## src/mpct_pkg.sv

```systemverilog
// package for the mouse packet cursor tracker
// widths, reset values, status bit positions and register indexes
// no dependencies
`default_nettype none

package mpct_pkg;

   localparam int POS_BITS   = 12;
   localparam int CFG_BITS   = 12;
   localparam int BYTE_BITS  = 8;
   localparam int DELTA_BITS = BYTE_BITS + 1;
   localparam int STEP_BITS  = DELTA_BITS + 1;
   localparam int NEXT_BITS  = ((POS_BITS > CFG_BITS) ? POS_BITS : CFG_BITS) + 2;
   localparam int CSR_IDX_BITS = 1;

   localparam logic [POS_BITS-1:0] POS_RESET = POS_BITS'(500);
   localparam logic [CFG_BITS-1:0] WIDTH_RESET  = CFG_BITS'(1024);
   localparam logic [CFG_BITS-1:0] HEIGHT_RESET = CFG_BITS'(768);

   localparam int BIT_SYNC  = 3;
   localparam int BIT_XSIGN = 4;
   localparam int BIT_YSIGN = 5;
   localparam int BIT_XOVF  = 6;
   localparam int BIT_YOVF  = 7;

   localparam logic signed [DELTA_BITS-1:0] DELTA_OVF_POS = DELTA_BITS'(255);
   localparam logic signed [DELTA_BITS-1:0] DELTA_OVF_NEG = -DELTA_BITS'(255);

   localparam logic [CSR_IDX_BITS-1:0] CSR_SCREEN_WIDTH  = 1'b0;
   localparam logic [CSR_IDX_BITS-1:0] CSR_SCREEN_HEIGHT = 1'b1;

   typedef logic [POS_BITS-1:0]         pos_type;
   typedef logic [CFG_BITS-1:0]         cfg_type;
   typedef logic [BYTE_BITS-1:0]        byte_type;
   typedef logic signed [DELTA_BITS-1:0] delta_type;
   typedef logic signed [STEP_BITS-1:0]  step_type;
   typedef logic [CSR_IDX_BITS-1:0]     csr_idx_type;

endpackage

`default_nettype wire

```

## src/mpct_if.sv

```systemverilog
// channel interfaces of the mouse packet cursor tracker
// depends on mpct_pkg
`default_nettype none

interface mpct_req_if;
   import mpct_pkg::*;
   logic     valid;
   logic     ready;
   byte_type rx_byte;
   modport source (output valid, output rx_byte, input ready);
   modport sink   (input valid, input rx_byte, output ready);
endinterface

interface mpct_rsp_if;
   import mpct_pkg::*;
   logic      valid;
   logic      ready;
   pos_type   cursor_x;
   pos_type   cursor_y;
   delta_type delta_x;
   delta_type delta_y;
   modport source (output valid, output cursor_x, output cursor_y,
                   output delta_x, output delta_y, input ready);
   modport sink   (input valid, input cursor_x, input cursor_y,
                   input delta_x, input delta_y, output ready);
endinterface

interface mpct_csr_if;
   import mpct_pkg::*;
   logic        valid;
   logic        ready;
   csr_idx_type index;
   cfg_type     data;
   modport source (output valid, output index, output data, input ready);
   modport sink   (input valid, input index, input data, output ready);
endinterface

`default_nettype wire

```

## src/mpct_axis.sv

```systemverilog
// one cursor axis: applies a signed step, keeps it strictly inside (0, limit)
// depends on mpct_pkg
`default_nettype none

module mpct_axis (
   input  mpct_pkg::pos_type  pos,
   input  mpct_pkg::step_type step,
   input  mpct_pkg::cfg_type  limit,
   output mpct_pkg::pos_type  new_pos
);
   import mpct_pkg::*;

   logic signed [NEXT_BITS-1:0] next_sum;
   logic signed [NEXT_BITS-1:0] limit_ext;
   logic                        hold;

   always_comb begin
      next_sum  = NEXT_BITS'(signed'({1'b0, pos})) + NEXT_BITS'(step);
      limit_ext = NEXT_BITS'(signed'({1'b0, limit}));
      hold      = (next_sum <= NEXT_BITS'(0)) || (next_sum >= limit_ext);
      new_pos   = hold ? pos : next_sum[POS_BITS-1:0];
   end

endmodule

`default_nettype wire

```

## src/mouse_packet_cursor_tracker_unit.sv

```systemverilog
// mouse packet cursor tracker: assembles three-byte mouse packets, tracks cursor
// depends on mpct_pkg, mpct_if, mpct_axis
//
// usage
//   req_chan: one received mouse byte per transfer (rx_byte)
//   rsp_chan: one transfer per completed packet: cursor_x, cursor_y, delta_x,
//             delta_y; status and x bytes give no transfer, nor does a status
//             byte with bit 3 clear (it is dropped to resync the stream)
//   csr_chan: index 0 horizontal screen size, index 1 vertical screen size;
//             always ready, write only while no byte is in flight
// ordering: a byte is registered in the input register on acceptance and decoded from
//   there; a third packet byte loads the result register, which drives the rsp transfer
// throughput: one byte per cycle; the input register and the result register
//   make a two-stage path, so req_chan only stalls when a finished packet
//   waits in the result register and the byte in the input register also
//   completes a packet
// reset: expects a status byte, cursor at (500, 500), screen 1024 x 768,
//   both channels empty
// receiver stall: the result is held in place; status and x bytes keep flowing
`default_nettype none

module mouse_packet_cursor_tracker_unit (
   input wire logic   clock,
   input wire logic   reset,
   mpct_req_if.sink   req_chan,
   mpct_rsp_if.source rsp_chan,
   mpct_csr_if.sink   csr_chan
);
   import mpct_pkg::*;

   typedef enum logic [1:0] {
      POS_STATUS = 2'd0,
      POS_XMOVE  = 2'd1,
      POS_YMOVE  = 2'd2
   } byte_pos_type;

   function automatic delta_type decode_delta(byte_type mv, logic sgn, logic ovf);
      delta_type d;
      if (ovf) begin
         d = sgn ? DELTA_OVF_NEG : DELTA_OVF_POS;
      end else begin
         d = signed'({sgn, mv});
      end
      return d;
   endfunction

   logic         in_valid_ff, in_valid_in;
   byte_type     in_byte_ff, in_byte_in;
   byte_pos_type bpos_ff, bpos_in;
   byte_type     status_ff, status_in;
   byte_type     xmove_ff, xmove_in;
   pos_type      pos_x_ff, pos_x_in;
   pos_type      pos_y_ff, pos_y_in;
   cfg_type      width_ff, width_in;
   cfg_type      height_ff, height_in;
   logic         rsp_valid_ff, rsp_valid_in;
   pos_type      cur_x_ff, cur_x_in;
   pos_type      cur_y_ff, cur_y_in;
   delta_type    dx_ff, dx_in;
   delta_type    dy_ff, dy_in;

   logic      completes;
   logic      advance;
   logic      req_take;
   delta_type dx;
   delta_type dy;
   step_type  step_x;
   step_type  step_y;
   pos_type   moved_x;
   pos_type   moved_y;

   always_comb begin
      dx     = decode_delta(xmove_ff, status_ff[BIT_XSIGN], status_ff[BIT_XOVF]);
      dy     = decode_delta(in_byte_ff, status_ff[BIT_YSIGN], status_ff[BIT_YOVF]);
      step_x = STEP_BITS'(dx);
      step_y = -STEP_BITS'(dy);
   end

   mpct_axis u_axis_x (
      .pos     (pos_x_ff),
      .step    (step_x),
      .limit   (width_ff),
      .new_pos (moved_x)
   );

   mpct_axis u_axis_y (
      .pos     (pos_y_ff),
      .step    (step_y),
      .limit   (height_ff),
      .new_pos (moved_y)
   );

   assign completes      = in_valid_ff && (bpos_ff == POS_YMOVE);
   assign advance        = in_valid_ff && (!completes || !rsp_valid_ff || rsp_chan.ready);
   assign req_chan.ready = !in_valid_ff || advance;
   assign req_take       = req_chan.valid && req_chan.ready;
   assign csr_chan.ready = 1'b1;

   always_comb begin
      in_valid_in  = req_take ? 1'b1 : (advance ? 1'b0 : in_valid_ff);
      in_byte_in   = req_take ? req_chan.rx_byte : in_byte_ff;
      bpos_in      = bpos_ff;
      status_in    = status_ff;
      xmove_in     = xmove_ff;
      pos_x_in     = pos_x_ff;
      pos_y_in     = pos_y_ff;
      width_in     = width_ff;
      height_in    = height_ff;
      rsp_valid_in = rsp_valid_ff && !rsp_chan.ready;
      cur_x_in     = cur_x_ff;
      cur_y_in     = cur_y_ff;
      dx_in        = dx_ff;
      dy_in        = dy_ff;

      if (advance) begin
         unique case (bpos_ff)
            POS_XMOVE: begin
               xmove_in = in_byte_ff;
               bpos_in  = POS_YMOVE;
            end
            POS_YMOVE: begin
               bpos_in      = POS_STATUS;
               pos_x_in     = moved_x;
               pos_y_in     = moved_y;
               rsp_valid_in = 1'b1;
               cur_x_in     = moved_x;
               cur_y_in     = moved_y;
               dx_in        = dx;
               dy_in        = dy;
            end
            default: begin
               bpos_in = POS_STATUS;
               if (in_byte_ff[BIT_SYNC]) begin
                  status_in = in_byte_ff;
                  bpos_in   = POS_XMOVE;
               end
            end
         endcase
      end

      if (csr_chan.valid) begin
         unique case (csr_chan.index)
            CSR_SCREEN_WIDTH:  width_in  = csr_chan.data;
            CSR_SCREEN_HEIGHT: height_in = csr_chan.data;
         endcase
      end
   end

   always_ff @(posedge clock) begin
      if (reset) begin
         in_valid_ff  <= 1'b0;
         bpos_ff      <= POS_STATUS;
         status_ff    <= '0;
         xmove_ff     <= '0;
         pos_x_ff     <= POS_RESET;
         pos_y_ff     <= POS_RESET;
         width_ff     <= WIDTH_RESET;
         height_ff    <= HEIGHT_RESET;
         rsp_valid_ff <= 1'b0;
      end else begin
         in_valid_ff  <= in_valid_in;
         bpos_ff      <= bpos_in;
         status_ff    <= status_in;
         xmove_ff     <= xmove_in;
         pos_x_ff     <= pos_x_in;
         pos_y_ff     <= pos_y_in;
         width_ff     <= width_in;
         height_ff    <= height_in;
         rsp_valid_ff <= rsp_valid_in;
      end
      in_byte_ff <= in_byte_in;
      cur_x_ff   <= cur_x_in;
      cur_y_ff   <= cur_y_in;
      dx_ff      <= dx_in;
      dy_ff      <= dy_in;
   end

   assign rsp_chan.valid    = rsp_valid_ff;
   assign rsp_chan.cursor_x = cur_x_ff;
   assign rsp_chan.cursor_y = cur_y_ff;
   assign rsp_chan.delta_x  = dx_ff;
   assign rsp_chan.delta_y  = dy_ff;

   // a result is only loaded from the third byte of a packet
   assert property (@(posedge clock) disable iff (reset)
      $rose(rsp_valid_ff) |-> ($past(bpos_ff) == POS_YMOVE))
      else $error("result loaded outside the third packet byte");

   // a moved x coordinate lands strictly inside the screen
   assert property (@(posedge clock) disable iff (reset)
      (pos_x_ff != $past(pos_x_ff)) |->
         ((pos_x_ff != '0) && (POS_BITS'(pos_x_ff) < POS_BITS'(width_ff))
          || (NEXT_BITS'(pos_x_ff) < NEXT_BITS'(width_ff)) && (pos_x_ff != '0)))
      else $error("cursor x moved out of bounds");

   // input stalls only behind a held result while a packet completes
   assert property (@(posedge clock) disable iff (reset)
      (in_valid_ff && !req_chan.ready) |->
         (rsp_valid_ff && !rsp_chan.ready && (bpos_ff == POS_YMOVE)))
      else $error("input stalled without a blocked result");

endmodule

`default_nettype wire
```

## src/flat_wrapper.sv

```systemverilog
// flat-port wrapper written by rule: the top's interface ports become plain ports
module mouse_packet_cursor_tracker_unit_flat import mpct_pkg::*;
  (clock, reset, req_chan_valid, req_chan_rx_byte, req_chan_ready, rsp_chan_valid, rsp_chan_cursor_x, rsp_chan_cursor_y, rsp_chan_delta_x, rsp_chan_delta_y, rsp_chan_ready, csr_chan_valid, csr_chan_index, csr_chan_data, csr_chan_ready);
  mpct_req_if req_chan_i ();
  mpct_rsp_if rsp_chan_i ();
  mpct_csr_if csr_chan_i ();
  input wire logic clock;
  input wire logic reset;
  input wire logic [$bits(req_chan_i.valid)-1:0] req_chan_valid;
  input wire logic [$bits(req_chan_i.rx_byte)-1:0] req_chan_rx_byte;
  output wire logic [$bits(req_chan_i.ready)-1:0] req_chan_ready;
  output wire logic [$bits(rsp_chan_i.valid)-1:0] rsp_chan_valid;
  output wire logic [$bits(rsp_chan_i.cursor_x)-1:0] rsp_chan_cursor_x;
  output wire logic [$bits(rsp_chan_i.cursor_y)-1:0] rsp_chan_cursor_y;
  output wire logic [$bits(rsp_chan_i.delta_x)-1:0] rsp_chan_delta_x;
  output wire logic [$bits(rsp_chan_i.delta_y)-1:0] rsp_chan_delta_y;
  input wire logic [$bits(rsp_chan_i.ready)-1:0] rsp_chan_ready;
  input wire logic [$bits(csr_chan_i.valid)-1:0] csr_chan_valid;
  input wire logic [$bits(csr_chan_i.index)-1:0] csr_chan_index;
  input wire logic [$bits(csr_chan_i.data)-1:0] csr_chan_data;
  output wire logic [$bits(csr_chan_i.ready)-1:0] csr_chan_ready;
  assign req_chan_i.valid = req_chan_valid;
  assign req_chan_i.rx_byte = req_chan_rx_byte;
  assign req_chan_ready = req_chan_i.ready;
  assign rsp_chan_valid = rsp_chan_i.valid;
  assign rsp_chan_cursor_x = rsp_chan_i.cursor_x;
  assign rsp_chan_cursor_y = rsp_chan_i.cursor_y;
  assign rsp_chan_delta_x = rsp_chan_i.delta_x;
  assign rsp_chan_delta_y = rsp_chan_i.delta_y;
  assign rsp_chan_i.ready = rsp_chan_ready;
  assign csr_chan_i.valid = csr_chan_valid;
  assign csr_chan_i.index = csr_chan_index;
  assign csr_chan_i.data = csr_chan_data;
  assign csr_chan_ready = csr_chan_i.ready;
  mouse_packet_cursor_tracker_unit u_core (.clock(clock), .reset(reset), .req_chan(req_chan_i), .rsp_chan(rsp_chan_i), .csr_chan(csr_chan_i));
endmodule
```

## config.mk

```make
export PLATFORM = sky130hd
export DESIGN_NAME = mouse_packet_cursor_tracker_unit_flat
export DESIGN_NICKNAME = d
export VERILOG_FILES = /design/src/mpct_pkg.sv /design/src/mpct_if.sv /design/src/mpct_axis.sv /design/src/mouse_packet_cursor_tracker_unit.sv /design/src/flat_wrapper.sv
export SDC_FILE = /design/constraint.sdc
export NUM_CORES = 1
export LEC_CHECK = 0
export BUFFER_PORTS_ARGS = -buffer_cell sky130_fd_sc_hd__buf_2
export CAP_MARGIN = 25
export CORE_MARGIN = 4
export CORE_UTILIZATION = 38
export CTS_CLUSTER_DIAMETER = 100
export DETAILED_ROUTE_END_ITERATION = 10
export GPL_TIMING_DRIVEN = 0
export SYNTH_ARGS = -nofsm -noshare
export SYNTH_HDL_FRONTEND = slang
export SYNTH_SLANG_ARGS = --single-unit
```

## constraint.sdc

```tcl
create_clock -name clock -period 9.58 [get_ports clock]
set_input_delay 0.958 -clock clock [delete_from_list [all_inputs] [get_ports clock]]
set_output_delay 0.958 -clock clock [all_outputs]
set_load 0.02 [all_outputs]
```

### Yosys cells after proc, flatten, opt, wreduce, memory -nomap -nowiden

Cells that the tools add are included.

| cells by class | value |
|---|---|
| add/subtract/negate cells | 3 |
| magnitude comparators | 4 |
| eq/ne operators | 2 |
| multiplexer cells | 12 |
| bitwise logic cells | 2 |
| reduce and logical (&&, ||, !) cells | 20 |

Operator list:

| operator | number |
|---|---|
| $mux W9 | 4 |
| $ge A14 B13 Y1 | 2 |
| $le A14 B1 Y1 const B | 2 |
| $mux W12 | 2 |
| $add A13 B10 Y14 | 1 |
| $add A13 B9 Y14 | 1 |
| $neg A9 Y10 | 1 |
| $reduce_and A2 Y1 | 4 |
| $logic_or A1 B1 Y1 | 5 |
| $mux W1 | 5 |
| $logic_and A1 B1 Y1 | 4 |
| $logic_not A1 Y1 | 4 |
| $pmux W2 S2 | 1 |
| $reduce_and A3 Y1 | 1 |
| $eq A2 B1 Y1 const B | 1 |
| $eq A2 B2 Y1 const B | 1 |
| $not A1 Y1 | 2 |
| $reduce_bool A2 Y1 | 1 |
| $reduce_or A2 Y1 | 1 |

| storage, ports and cells | value |
|---|---|
| register bits after elaboration | 118 |
| input port bits | 26 |
| output and inout bits | 45 |
| word-level logic and storage cells | 57 |

### Depth between registers and ports, before layout

Gate-level depths: netlist (run 1).

| depth | value |
|---|---|
| word-level depth | 9 |
| depth in mapped cells | 21 |
| mapped depth without buffers | 19 |

### Cells and area by module

Synthesis (run 1) repeated with hierarchy kept, for this count alone.

| unflattened totals | value |
|---|---|
| cell total of the unflattened synthesis | 679 |
| area total of the unflattened synthesis | 6476.2 µm² |

Modules (own cells, without submodules):

| module | instances | cells each | area an instance (µm²) | sequential area each (µm²) |
|---|---|---|---|---|
| mouse_packet_cursor_tracker_unit | 1 | 379 | 4204.0 | 2782.7 |
| mpct_axis | 2 | 150 | 1136.1 | 0.0 |

### Worst setup path before layout (run 1)

OpenSTA, ideal clock, no wires.

| timing | value |
|---|---|
| kind | reg-to-reg |
| start point | register u_core.status_ff[7] |
| end point | register u_core.cur_y_ff[1] (netlist: u_core.rsp_chan.cursor_y[1]) (data pin) |
| library setup time | 0.262 ns |
| arrival time | 4.000 ns |
| data required time | 9.318 ns |
| slack | 5.317 ns |
| stages on the path, launching flop included | 22 |
| buffers on the path | 3 |
| period minus slack after synthesis | 4.263 ns |
| path through | dfxtp_1 buf_4 buf_2 or2_2 ha_1 inv_1 ha_1 nor2b_1 o21a_1 o22ai_1 o211ai_1 a21boi_1 nor2_1 ha_1 o21ai_0 nand2b_1 a31o_2 o2111ai_1 nand2_1 nor3_2 buf_6 mux2_1 |

| on the way | value |
|---|---|
| word-level cells in the longest chain between the ends | 6 |
| elaborated cells on any way between the ends | 7 |
| classes of those cells | add/sub (2); order compare (2); mux (2); reduce/logical (1) |

Ends and longest elaborated chain:

| what | line | source |
|---|---|---|
| start, declared | mouse_packet_cursor_tracker_unit.sv:50 | `byte_type status_ff, status_in;` |
| start signal, assigned | mouse_packet_cursor_tracker_unit.sv:163 | `status_ff <= status_in;` |
| $mux W9 * | mouse_packet_cursor_tracker_unit.sv:39 | `if (ovf) begin` |
| net u_core.dy[0] | mouse_packet_cursor_tracker_unit.sv:66 | `delta_type dy;` |
| $neg A9 Y10 * | mouse_packet_cursor_tracker_unit.sv:76 | `step_y = -STEP_BITS'(dy);` |
| $add A13 B10 Y14 * | mpct_axis.sv:18 | `next_sum = NEXT_BITS'(signed'({1'b0, pos})) + NEXT_BITS'(step);` |
| $le A14 B1 Y1 or $ge A14 B13 Y1 (tied branches) | mpct_axis.sv:20 | `hold = (next_sum <= NEXT_BITS'(0)) \|\| (next_sum >= limit_ext);` |
| $logic_or A1 B1 Y1 | mpct_axis.sv:20 |  |
| $mux W12 * | mpct_axis.sv:21 | `new_pos = hold ? pos : next_sum[POS_BITS-1:0];` |
| net u_core.moved_y[1] | mouse_packet_cursor_tracker_unit.sv:70 | `pos_type moved_y;` |
| end signal, assigned | mouse_packet_cursor_tracker_unit.sv:173 | `cur_y_ff <= cur_y_in;` |
| end, declared | mouse_packet_cursor_tracker_unit.sv:58 | `pos_type cur_y_ff, cur_y_in;` |

The timed path passes the listed nets; every way through them passes the cells marked *.
A chain may end at the register's enable or synchronous reset.

### Final worst setup path (run 1)

Same ends and word-level chain as after synthesis.

==> flow_summary.toml, run 1 <==
[floorplanning]
dieHeight_um = 141
rows = 48
die_area_mm2 = 0.0200
die_w_um = 141
boundaryPins = 71
start_util = 0.390
core_area_mm2 = 0.0174

[sta]
tightestPinTransition_ns = 0.918
final_hold_viol_count = 0
maxSlewHeadroom = 0.385
timing.final.crit_share = 0.527
setup_tns_ns = 0
setup_viol = 0
drv_slew = 0
finalClockSkew_ns = 0.00899
fin_crit_ns = 5.05
clock.fmax_mhz = 198
rsz0062_at_grt = "false"

[finish]
final_util = 0.461
postLayoutCellArea_mm2 = 0.00800
syn_to_final_growth_pct = 18.3
drive_gt1_frac = 0.186
nets = 867
n_fill_cell = 1666
n_antenna_cell = 0

[synth]
syn_area_per_cell_um2 = 9.59
syn-cell-area_mm2 = 0.00676
yosysSeqAreaShare = 0.411
synthArstFlopShare = 0
ys_warn_count = 0
synth_flop_cell = "dfxtp_1"
yosysTopAreaCellShare = 0.222
synth_cell_types = 83
syn_inst = 705
synth_fp_nets = 778
synth.ff_latch_count = 114
synth_edf_count = 50
yosys.area.top_type = "edfxtp_1"
synth_area_leaders = "edfxtp_1 (22%), dfxtp_1 (19%), ha_1 (8.5%), nand2_1 (5.1%), mux2i_1 (4.9%)"

[status]
status = "completed"

[placement]
hpwl_mm = 12.3
dpl-instance-area_mm2 = 0.00742
place_congestion = 0.851
io_buffer_count = 69

[route]
finalWirelength_mm = 16.2
route.vias.total = 5285
drtPass1Iterations = 5
dr.first_iter.drc_count = 252
wl_per_cell_um = 15.7
route.detailed.drc = 0
wl_met1_mm = 7.66
vias_per_cell = 5.12
ant_nets = 0
top_layer_used = "met4"
route.met3.wl_um = 529
wl_met2_mm = 7.72

[grt]
grt_max_degree = 27
grt_pass1_wl_mm = 26.4
grt_usage = 0.168
grt-ovfl-total = 0
grt_antenna_before_repair = 0
first_global_vias = 5118

[worst_setup_path]
worstPathRequired_ns = 9.75
path_cells = "buf_4, buf_2, or2_2, ha_1, inv_1, ha_1, nor2b_1, o21a_1, o22ai_1, o211ai_1, a21boi_1, nor2_1, ha_1, nor3_1, o21ai_0, a31o_2, o2111ai_1, nand2_1, nor3_2, buf_6, mux2_1"
crit_arrival_ns = 5.21
slowest_delay_ns = 0.35
crit_slowest_cell = "or2_2"
worst_setup_path_start_kind = "flop"
critical_path_peak_fanout = 10
critical_path_class = "reg -> reg"
cpMostUsedCell = "ha_1"
cp-end-kind = "flop"

[power]
clock_power_share = 0.448
pwr-share-comb = 0.172
leakagePower_uw = 0.00335
power_uw = 1400
p_per_area_mw_per_mm2 = 175
swShare = 0.266
ir_drop_mv = 0.155
p_seq_frac = 0.380
switching_power_uw = 371
p_int_uw = 1030

[clock_tree]
postCtsResizedCells = 0
cts_hold_buf = 0
ctsLongestPathBuffers = 2
clk_latency_ns = 0.42
cts_tree = "done"
cts.sinks = 114
clk_pin_slew_ns = 0.05
cts_setup_buffers = 0
root_buffer = "clkbuf_16"
numCtsBuffers = 17
ctsHtreeMaxLevel = 4

[job]
max_cap_violations = 0

[hold_path]
min_path_type = "reg -> reg"
## path summary, 6_finish.rpt
kind,slack [ns],start,cells after the start,end
worst max-delay path,4.53,u_core.status_ff[7],21,u_core.rsp_chan.cursor_y[1]
worst min-delay path,0.45,u_core.status_ff[5],0,u_core.rsp_chan.delta_y[8]
worst min register to register,0.45,u_core.status_ff[5],0,u_core.rsp_chan.delta_y[8]
worst max register to register,4.53,u_core.status_ff[7],21,u_core.rsp_chan.cursor_y[1]
## kinds of logic after synthesis
kind of cell,Yosys count,share of synthesized area
simple gates,230,0.164
other cells,1,0.000554
compound gates,152,0.160
buf+inv,81,0.0514
fa+ha+maj,51,0.0942
flops,114,0.411
mux,54,0.0905
xor+xnor,22,0.0285
## through the flow
| step | setup slack [ns] | instances | hold slack [ns] |
|---|---|---|---|
| finish | 4.53 | 1032 | 0.447 |
| global route | 4.15 | 1032 | 0.470 |
| CTS | 4.56 | 1032 | 0.455 |
| detailed placement | 4.58 | 1000 | 0.417 |
| global placement | 3.78 | 999 | 0.428 |
| floorplan | 5.32 | 705 | 0.403 |
## area by class of cell
class	instances	area, um2	share of cell area
clock inverters	10	108	0.0134
plain buffers	30	156	0.0195
repair buffers	70	365	0.0457
flip-flops and latches	114	2780	0.348
multi-input cells	510	3640	0.455
well taps	225	282	0.0352
inverters	51	191	0.0239
clock buffers	22	475	0.0594
## state kept, by name, summed over array words and instances (netlist names)
signal and cells:
u_core.xmove_ff 8, u_core.width_ff 12, u_core.bpos_ff 2, u_core.height_ff 12, u_core.in_byte_ff 8, u_core.status_ff 4
u_core.rsp_chan.cursor_y 12, u_core.rsp_chan.delta_x 9, u_core.rsp_chan.valid 1, u_core.in_valid_ff 1, u_core.rsp_chan.cursor_x 12, u_core.rsp_chan.delta_y 9
u_core.pos_x_ff 12, u_core.pos_y_ff 12
## worst max-delay path, delay by kind of cell (launching register included)
| family | cells | cell delay [ns] |
|---|---|---|
| fa+ha+maj | 3 | 0.68 |
| buf+inv | 4 | 0.69 |
| compound gates | 7 | 1.53 |
| simple gates | 6 | 1.26 |
| mux | 1 | 0.33 |
| flops | 1 | 0.30 |
## synthesized netlist by cell type, types with 3 or more instances
master / instances
o211a_1: 4
inv_1: 49
a21o_1: 8
or3_1: 3
dfxtp_1: 64
nand3_1: 5
o21a_1: 11
nand2_1: 92
o21ai_1: 4
maj3_1: 3
a21oi_1: 45
mux2_4: 12
buf_6: 3
o211ai_1: 4
mux2i_1: 33
a21boi_1: 4
mux2_1: 7
ha_1: 46
clkbuf_1: 17
nand2b_1: 17
and3b_1: 3
and2_1: 5
xor2_1: 6
nor2_1: 59
nor3_1: 10
a211oi_1: 7
nor2b_1: 10
buf_2: 5
a31oi_1: 10
xnor2_1: 16
and3_1: 3
edfxtp_1: 50
buf_4: 4
o21ai_0: 22
## layer usage
metal / track usage / vias up
li1: - / 2678
met1: 0.218 / 2497
met2: 0.278 / 85
met3: 0.0357 / 25
met4: 0.0576 / 0
met5: 0 / -
## cell usage in the layout (no fill, tap or decap), types with 16 or more instances in the layout
cell type / Yosys / routed
nand2b_1: 17 / 17
buf_2: 5 / 74
inv_1: 49 / 49
xnor2_1: 16 / 16
o21ai_0: 22 / 22
mux2i_1: 33 / 33
edfxtp_1: 50 / 50
nand2_1: 92 / 92
clkbuf_16: 0 / 18
nor2_1: 59 / 58
dfxtp_1: 64 / 64
ha_1: 46 / 46
a21oi_1: 45 / 45
clkbuf_1: 17 / 20
## power groups by stage
stage | Clock, uW | Sequential, uW | Combinational (uW)
floorplan | 0 | 538 | 182
global placement | 0 | 541 | 238
detailed placement | 0 | 541 | 239
CTS | 637 | 531 | 242
global route | 656 | 532 | 269
finish | 626 | 531 | 240
(Power assumes the default switching activity.)
==> run 2: changes to the inputs <==
clock period = 4.1 ns   (was 9.58 ns; I/O delays follow)
==> run 2 against run 1 <==
  * The run now ends with negative setup slack left
  * Critical endpoint is now u_core.rsp_chan.cursor_y[5]
  * Combinational power grew to 3.2 times the previous value
  * Register-to-register slack lost 4.6 ns
  * Largest cell class unchanged
  * Clock power grew 130%
  * Clock-buffer cell count shrank 2
  * Die area is the same
  * Global-route usage grew 1.1 points
  * Sequential share of layout area shrank 2.9 points
==> flow_summary.toml, run 2 (same netlist as run 1, synthesis figures left out) <==
[status]
status = "finished, violations left"
violations = "negative setup slack"

[route]
vias_per_cell = 5.14
drtPass1Iterations = 4
route.vias.total = 5510
ant_nets = 0
wl_per_cell_um = 16.5
finalWirelength_mm = 17.7
route.detailed.drc = 0
dr.first_iter.drc_count = 321

[worst_setup_path]
rrSetupSlack_ns = -0.09
critical_path_class = "reg -> reg"
crit_slowest_cell = "ha_1"
path_cells = "buf_6, buf_8, or2_4, ha_4, inv_4, ha_4, nor2b_1, o21a_1, o22ai_2, o211ai_1, a21boi_2, buf_4, o21ai_4, o41ai_4, ha_1, a31o_4, o2111ai_4, nand2_2, nor3_4, buf_6, mux2_4"
worstPathRequired_ns = 4.27
worst_setup_path_start_kind = "flop"
crit_arrival_ns = 4.37
slowest_delay_ns = 0.32
critical_path_peak_fanout = 5
cp-end-kind = "flop"

[clock_tree]
cts_tree = "done"
cts.sinks = 114
ctsHtreeMaxLevel = 4
numCtsBuffers = 17
clk_pin_slew_ns = 0.06
ctsLongestPathBuffers = 2
clk_latency_ns = 0.42
root_buffer = "clkbuf_16"

[sta]
tightestPinTransition_ns = 0.837
setup_viol = 23
clock.fmax_mhz = 238
maxSlewHeadroom = 0.440
timing.final.crit_share = 1.02
setup_ws_ns = -0.0947
setup_tns_ns = -1.55
finalClockSkew_ns = 0.00807
fin_crit_ns = 4.19
rsz0062_at_grt = "true"
hold_ws_ns = 0.162
final_hold_viol_count = 0
drv_slew = 0

[finish]
syn_to_final_growth_pct = 29.7
n_antenna_cell = 0
drive_gt1_frac = 0.294
postLayoutCellArea_mm2 = 0.00877
final_common_cell = "nand2_1"
mostFrequentLayoutCells = "nand2_1 (89), buf_2 (72), dfxtp_1 (61), nor2_1 (56), edfxtp_1 (50)"
nets = 906

[power]
p_int_uw = 2450
ir_drop_mv = 0.278
switching_power_uw = 981
p_seq_frac = 0.362
pwr-share-comb = 0.225
leakagePower_uw = 0.00370
p_per_area_mw_per_mm2 = 391
power_uw = 3430
swShare = 0.286
clock_power_share = 0.413

[placement]
hpwl_mm = 12.5
place_congestion = 0.868
io_buffer_count = 69
dpl-instance-area_mm2 = 0.00746

[floorplanning]
boundaryPins = 71
dieHeight_um = 141
die_area_mm2 = 0.0200
rows = 48
die_w_um = 141
start_util = 0.390
core_area_mm2 = 0.0174

[grt]
grt_usage = 0.179
grt_antenna_before_repair = 0
first_global_vias = 5365
grt_pass1_wl_mm = 28.0
grt-ovfl-total = 0
grt_max_degree = 25

[job]
max_cap_violations = 0

[hold_path]
min_path_type = "in -> reg"
-- run 2: changes by cell type in the layout (fill, tap and decap cells not counted), sizes merged --
cell      previous run  this run
clkinvlp             2         0
bufinv               2         0
clkbuf              39        37
clkinv               7         9
inv                 50        54
buf                 83       122
-- run 2: through the flow --
stage,setup WS [ns],utilization,instances
3_3_place_gp,-1.21,0.428,999
6_report,-0.0947,0.505,1071
2_1_floorplan,-0.00762,-,705
3_5_place_dp,-0.840,0.430,1000
4_1_cts,-0.0113,0.489,1059
5_1_grt,-0.341,0.505,1071
-- run 2: worst paths after layout --
path / depth (start not counted) / startpoint / end
worst max-delay path: 21 / u_core.status_ff[7] / u_core.rsp_chan.cursor_y[5]
worst min-delay path: 1 / req_chan_rx_byte[3] / u_core.in_byte_ff[3]
worst max register to register: 21 / u_core.status_ff[7] / u_core.rsp_chan.cursor_y[5]
worst min register to register: 2 / u_core.width_ff[1] / u_core.width_ff[1]
-- run 2: area by class of cell --
class,instances,area (um2)
Multi-Input combinational cell,510,4030
Inverter,51,194
Tap cell,225,282
Sequential cell,114,2790
Buffer,30,195
Timing Repair Buffer,109,713
Clock inverter,12,75.1
Clock buffer,20,489
Fill cell,1568,8590
-- run 2: what timing repair did --
| action | CTS | global route |
|---|---|---|
| hold endpoints to repair | 0 | 0 |
| setup endpoints to repair | 48 | 48 |
| resized for setup | 63 | 47 |
| gates cloned | 1 | 3 |
| setup buffers | 26 | 9 |
| hold buffers | 0 | 0 |
| pin swaps | 27 | 14 |
-- run 2: routing by layer --
metal	track usage	wire, um	up-vias
met4	0.0616	369	0
li1	-	-	2761
met2	0.300	8640	112
met5	0	0	-
met1	0.227	7740	2610
met3	0.0415	928	27
-- run 2: worst max-delay path, delay by kind of cell, from the launching register on --
| kind | cells | cell delay (ns) |
|---|---|---|
| multiplexers | 1 | 0.32 |
| AO/OA/AOI/OAI | 8 | 1.37 |
| adder cells (fa/ha/maj) | 3 | 0.66 |
| buffers and inverters | 5 | 0.66 |
| flip-flops | 1 | 0.31 |
| AND/OR/NAND/NOR | 4 | 0.61 |
-- run 2: power groups by stage --
stage,Clock [uW],Combinational (uW),Sequential (uW)
CTS,1450,696,1240
global placement,0,568,1260
detailed placement,0,572,1260
finish,1420,772,1240
floorplan,0,434,1260
global route,1490,843,1240
==> run 3: changes to the inputs <==
RECOVER_POWER = 50   (was default)
==> run 3 against run 2 <==
  * The run still ends with negative setup slack left
  * Combinational power is essentially flat
  * Routed wire length about the same
  * Critical path depth is the same
  * Utilization barely moved
  * Total power is essentially flat
  * First-iteration DRC count grew 0.62%
  * Via count about the same
  * Global-route usage did not move
  * Fmax rose by 0.14%
  * Highest routed layer unchanged
==> flow_summary.toml, run 3 (same netlist as run 1, synthesis figures left out) <==
[placement]
hpwl_mm = 12.5
place_congestion = 0.868
io_buffer_count = 69

[grt]
grt_usage = 0.179
grt_antenna_before_repair = 0
first_global_vias = 5365
grt-ovfl-total = 0
grt_pass1_wl_mm = 28.0
grt_max_degree = 25

[clock_tree]
clk_pin_slew_ns = 0.06
clk_latency_ns = 0.42
root_buffer = "clkbuf_16"
cts_hold_buf = 0
cts_tree = "done"
numCtsBuffers = 17
ctsLongestPathBuffers = 2
cts.sinks = 114
ctsHtreeMaxLevel = 4

[sta]
rsz0062_at_grt = "true"
clock.fmax_mhz = 239
timing.final.crit_share = 1.02
setup_viol = 23
final_hold_viol_count = 0
setup_tns_ns = -1.41
tightestPinTransition_ns = 0.839
drv_slew = 0
fin_crit_ns = 4.19
finalClockSkew_ns = 0.00777
setup_ws_ns = -0.0887
maxSlewHeadroom = 0.438

[floorplanning]
rows = 48
start_util = 0.390
dieHeight_um = 141
boundaryPins = 71
die_w_um = 141
core_area_mm2 = 0.0174
die_area_mm2 = 0.0200

[route]
finalWirelength_mm = 17.7
ant_nets = 0
route.vias.total = 5515
vias_per_cell = 5.15
drtPass1Iterations = 4
dr.first_iter.drc_count = 323
wl_per_cell_um = 16.5
route.detailed.drc = 0

[worst_setup_path]
crit_slowest_cell = "ha_1"
cp-end-kind = "flop"
crit_arrival_ns = 4.36
worst_setup_path_start_kind = "flop"
critPathBufInv = 5
critical_path_peak_fanout = 5
path_cells = "buf_6, buf_8, or2_4, ha_4, inv_4, ha_4, nor2b_1, o21a_1, o22ai_2, o211ai_1, a21boi_2, buf_4, o21ai_4, o41ai_4, ha_1, a31o_4, o2111ai_4, nand2_2, nor3_4, buf_6, mux2_4"
slowest_delay_ns = 0.32
path_delay_family = "compound AO/OA/AOI/OAI gates"
worstPathRequired_ns = 4.27
critical_path_class = "reg -> reg"

[finish]
syn_to_final_growth_pct = 29.6
final_common_cell = "nand2_1"
seqCellArea_mm2 = 0.00279
drive_gt1_frac = 0.293
nets = 906
n_antenna_cell = 0
mostFrequentLayoutCells = "nand2_1 (89), buf_2 (72), dfxtp_1 (62), nor2_1 (56), edfxtp_1 (50)"
multi_input_area_mm2 = 0.00403
n_fill_cell = 1568

[power]
power_uw = 3430
ir_drop_mv = 0.278
p_per_area_mw_per_mm2 = 391
leakagePower_uw = 0.00369

[hold_path]
min_path_type = "in -> reg"

[job]
max_cap_violations = 0

[status]
status = "finished, violations left"
violations = "negative setup slack"
==> run 3: cell counts in the layout (fill, tap and decap cells not counted) <==
No cell type changed its count.
==> run 3: metal layers <==
layer  wire [um]  track usage  vias up  part of all wire
met2        8640        0.300      111              0.49
met1        7720        0.227     2616              0.44
li1            -            -     2761                 -
met3         932       0.0415       27             0.053
met5           0            0        -                 0
met4         371       0.0616        0             0.021
==> run 3: final timing paths <==
check,end,from,cells past startpoint,slack (ns)
worst max-delay path,u_core.rsp_chan.cursor_y[5],u_core.status_ff[7],21,-0.09
worst min-delay path,u_core.in_byte_ff[3],req_chan_rx_byte[3],1,0.16
worst max register to register,u_core.rsp_chan.cursor_y[5],u_core.status_ff[7],21,-0.09
worst min register to register,u_core.width_ff[1],u_core.width_ff[1],2,0.45
==> run 3: timing repair <==
item	in CTS	in global routing
endpoints found under the hold margin	0	0
setup buffers	26	9
gates resized for setup	63	47
gates cloned	1	3
pin swaps	27	14
setup endpoints to repair	48	48
==> run 3: layout make-up <==
| class | count | share of cell area |
|---|---|---|
| sequential | 114 | 0.318 |
| multi-input combinational | 510 | 0.460 |
| timing repair buffer | 109 | 0.0814 |
| buffer | 30 | 0.0223 |
| tap | 225 | 0.0321 |
| inverter | 51 | 0.0221 |
| clock inverter | 12 | 0.00856 |
| clock buffer | 20 | 0.0558 |
==> run 3: through the flow <==
step | setup slack (ns) | utilization | hold slack [ns] | instances | instance area [um2]
6_report | -0.0887 | 0.505 | 0.162 | 1071 | 8770
3_5_place_dp | -0.840 | 0.430 | 0.413 | 1000 | 7460
3_3_place_gp | -1.21 | 0.428 | 0.419 | 999 | 7430
5_1_grt | -0.341 | 0.505 | 0.151 | 1071 | 8770
2_1_floorplan | -0.00762 | - | 0.403 | 705 | 6800
4_1_cts | -0.0113 | 0.489 | 0.145 | 1059 | 8480
==> run 3: power breakdown <==
part	total, uW	internal, uW	switching, uW	leakage (uW)
Combinational	772	370	402	0.00241
Sequential	1240	1220	19.6	0.000994
Clock	1420	856	560	0.000291
Total	3430	2450	982	0.00369
==> run 3: worst reg2reg max path, cell delays in order, from the launching register on <==
cell	delay, ns
dfxtp_2	0.31
buf_6	0.12
buf_8	0.12
or2_4	0.24
ha_4	0.18
inv_4	0.06
ha_4	0.16
nor2b_1	0.05
o21a_1	0.17
o22ai_2	0.15
o211ai_1	0.18
a21boi_2	0.28
buf_4	0.17
o21ai_4	0.05
o41ai_4	0.09
ha_1	0.32
a31o_4	0.25
o2111ai_4	0.20
nand2_2	0.11
nor3_4	0.21
buf_6	0.19
mux2_4	0.32
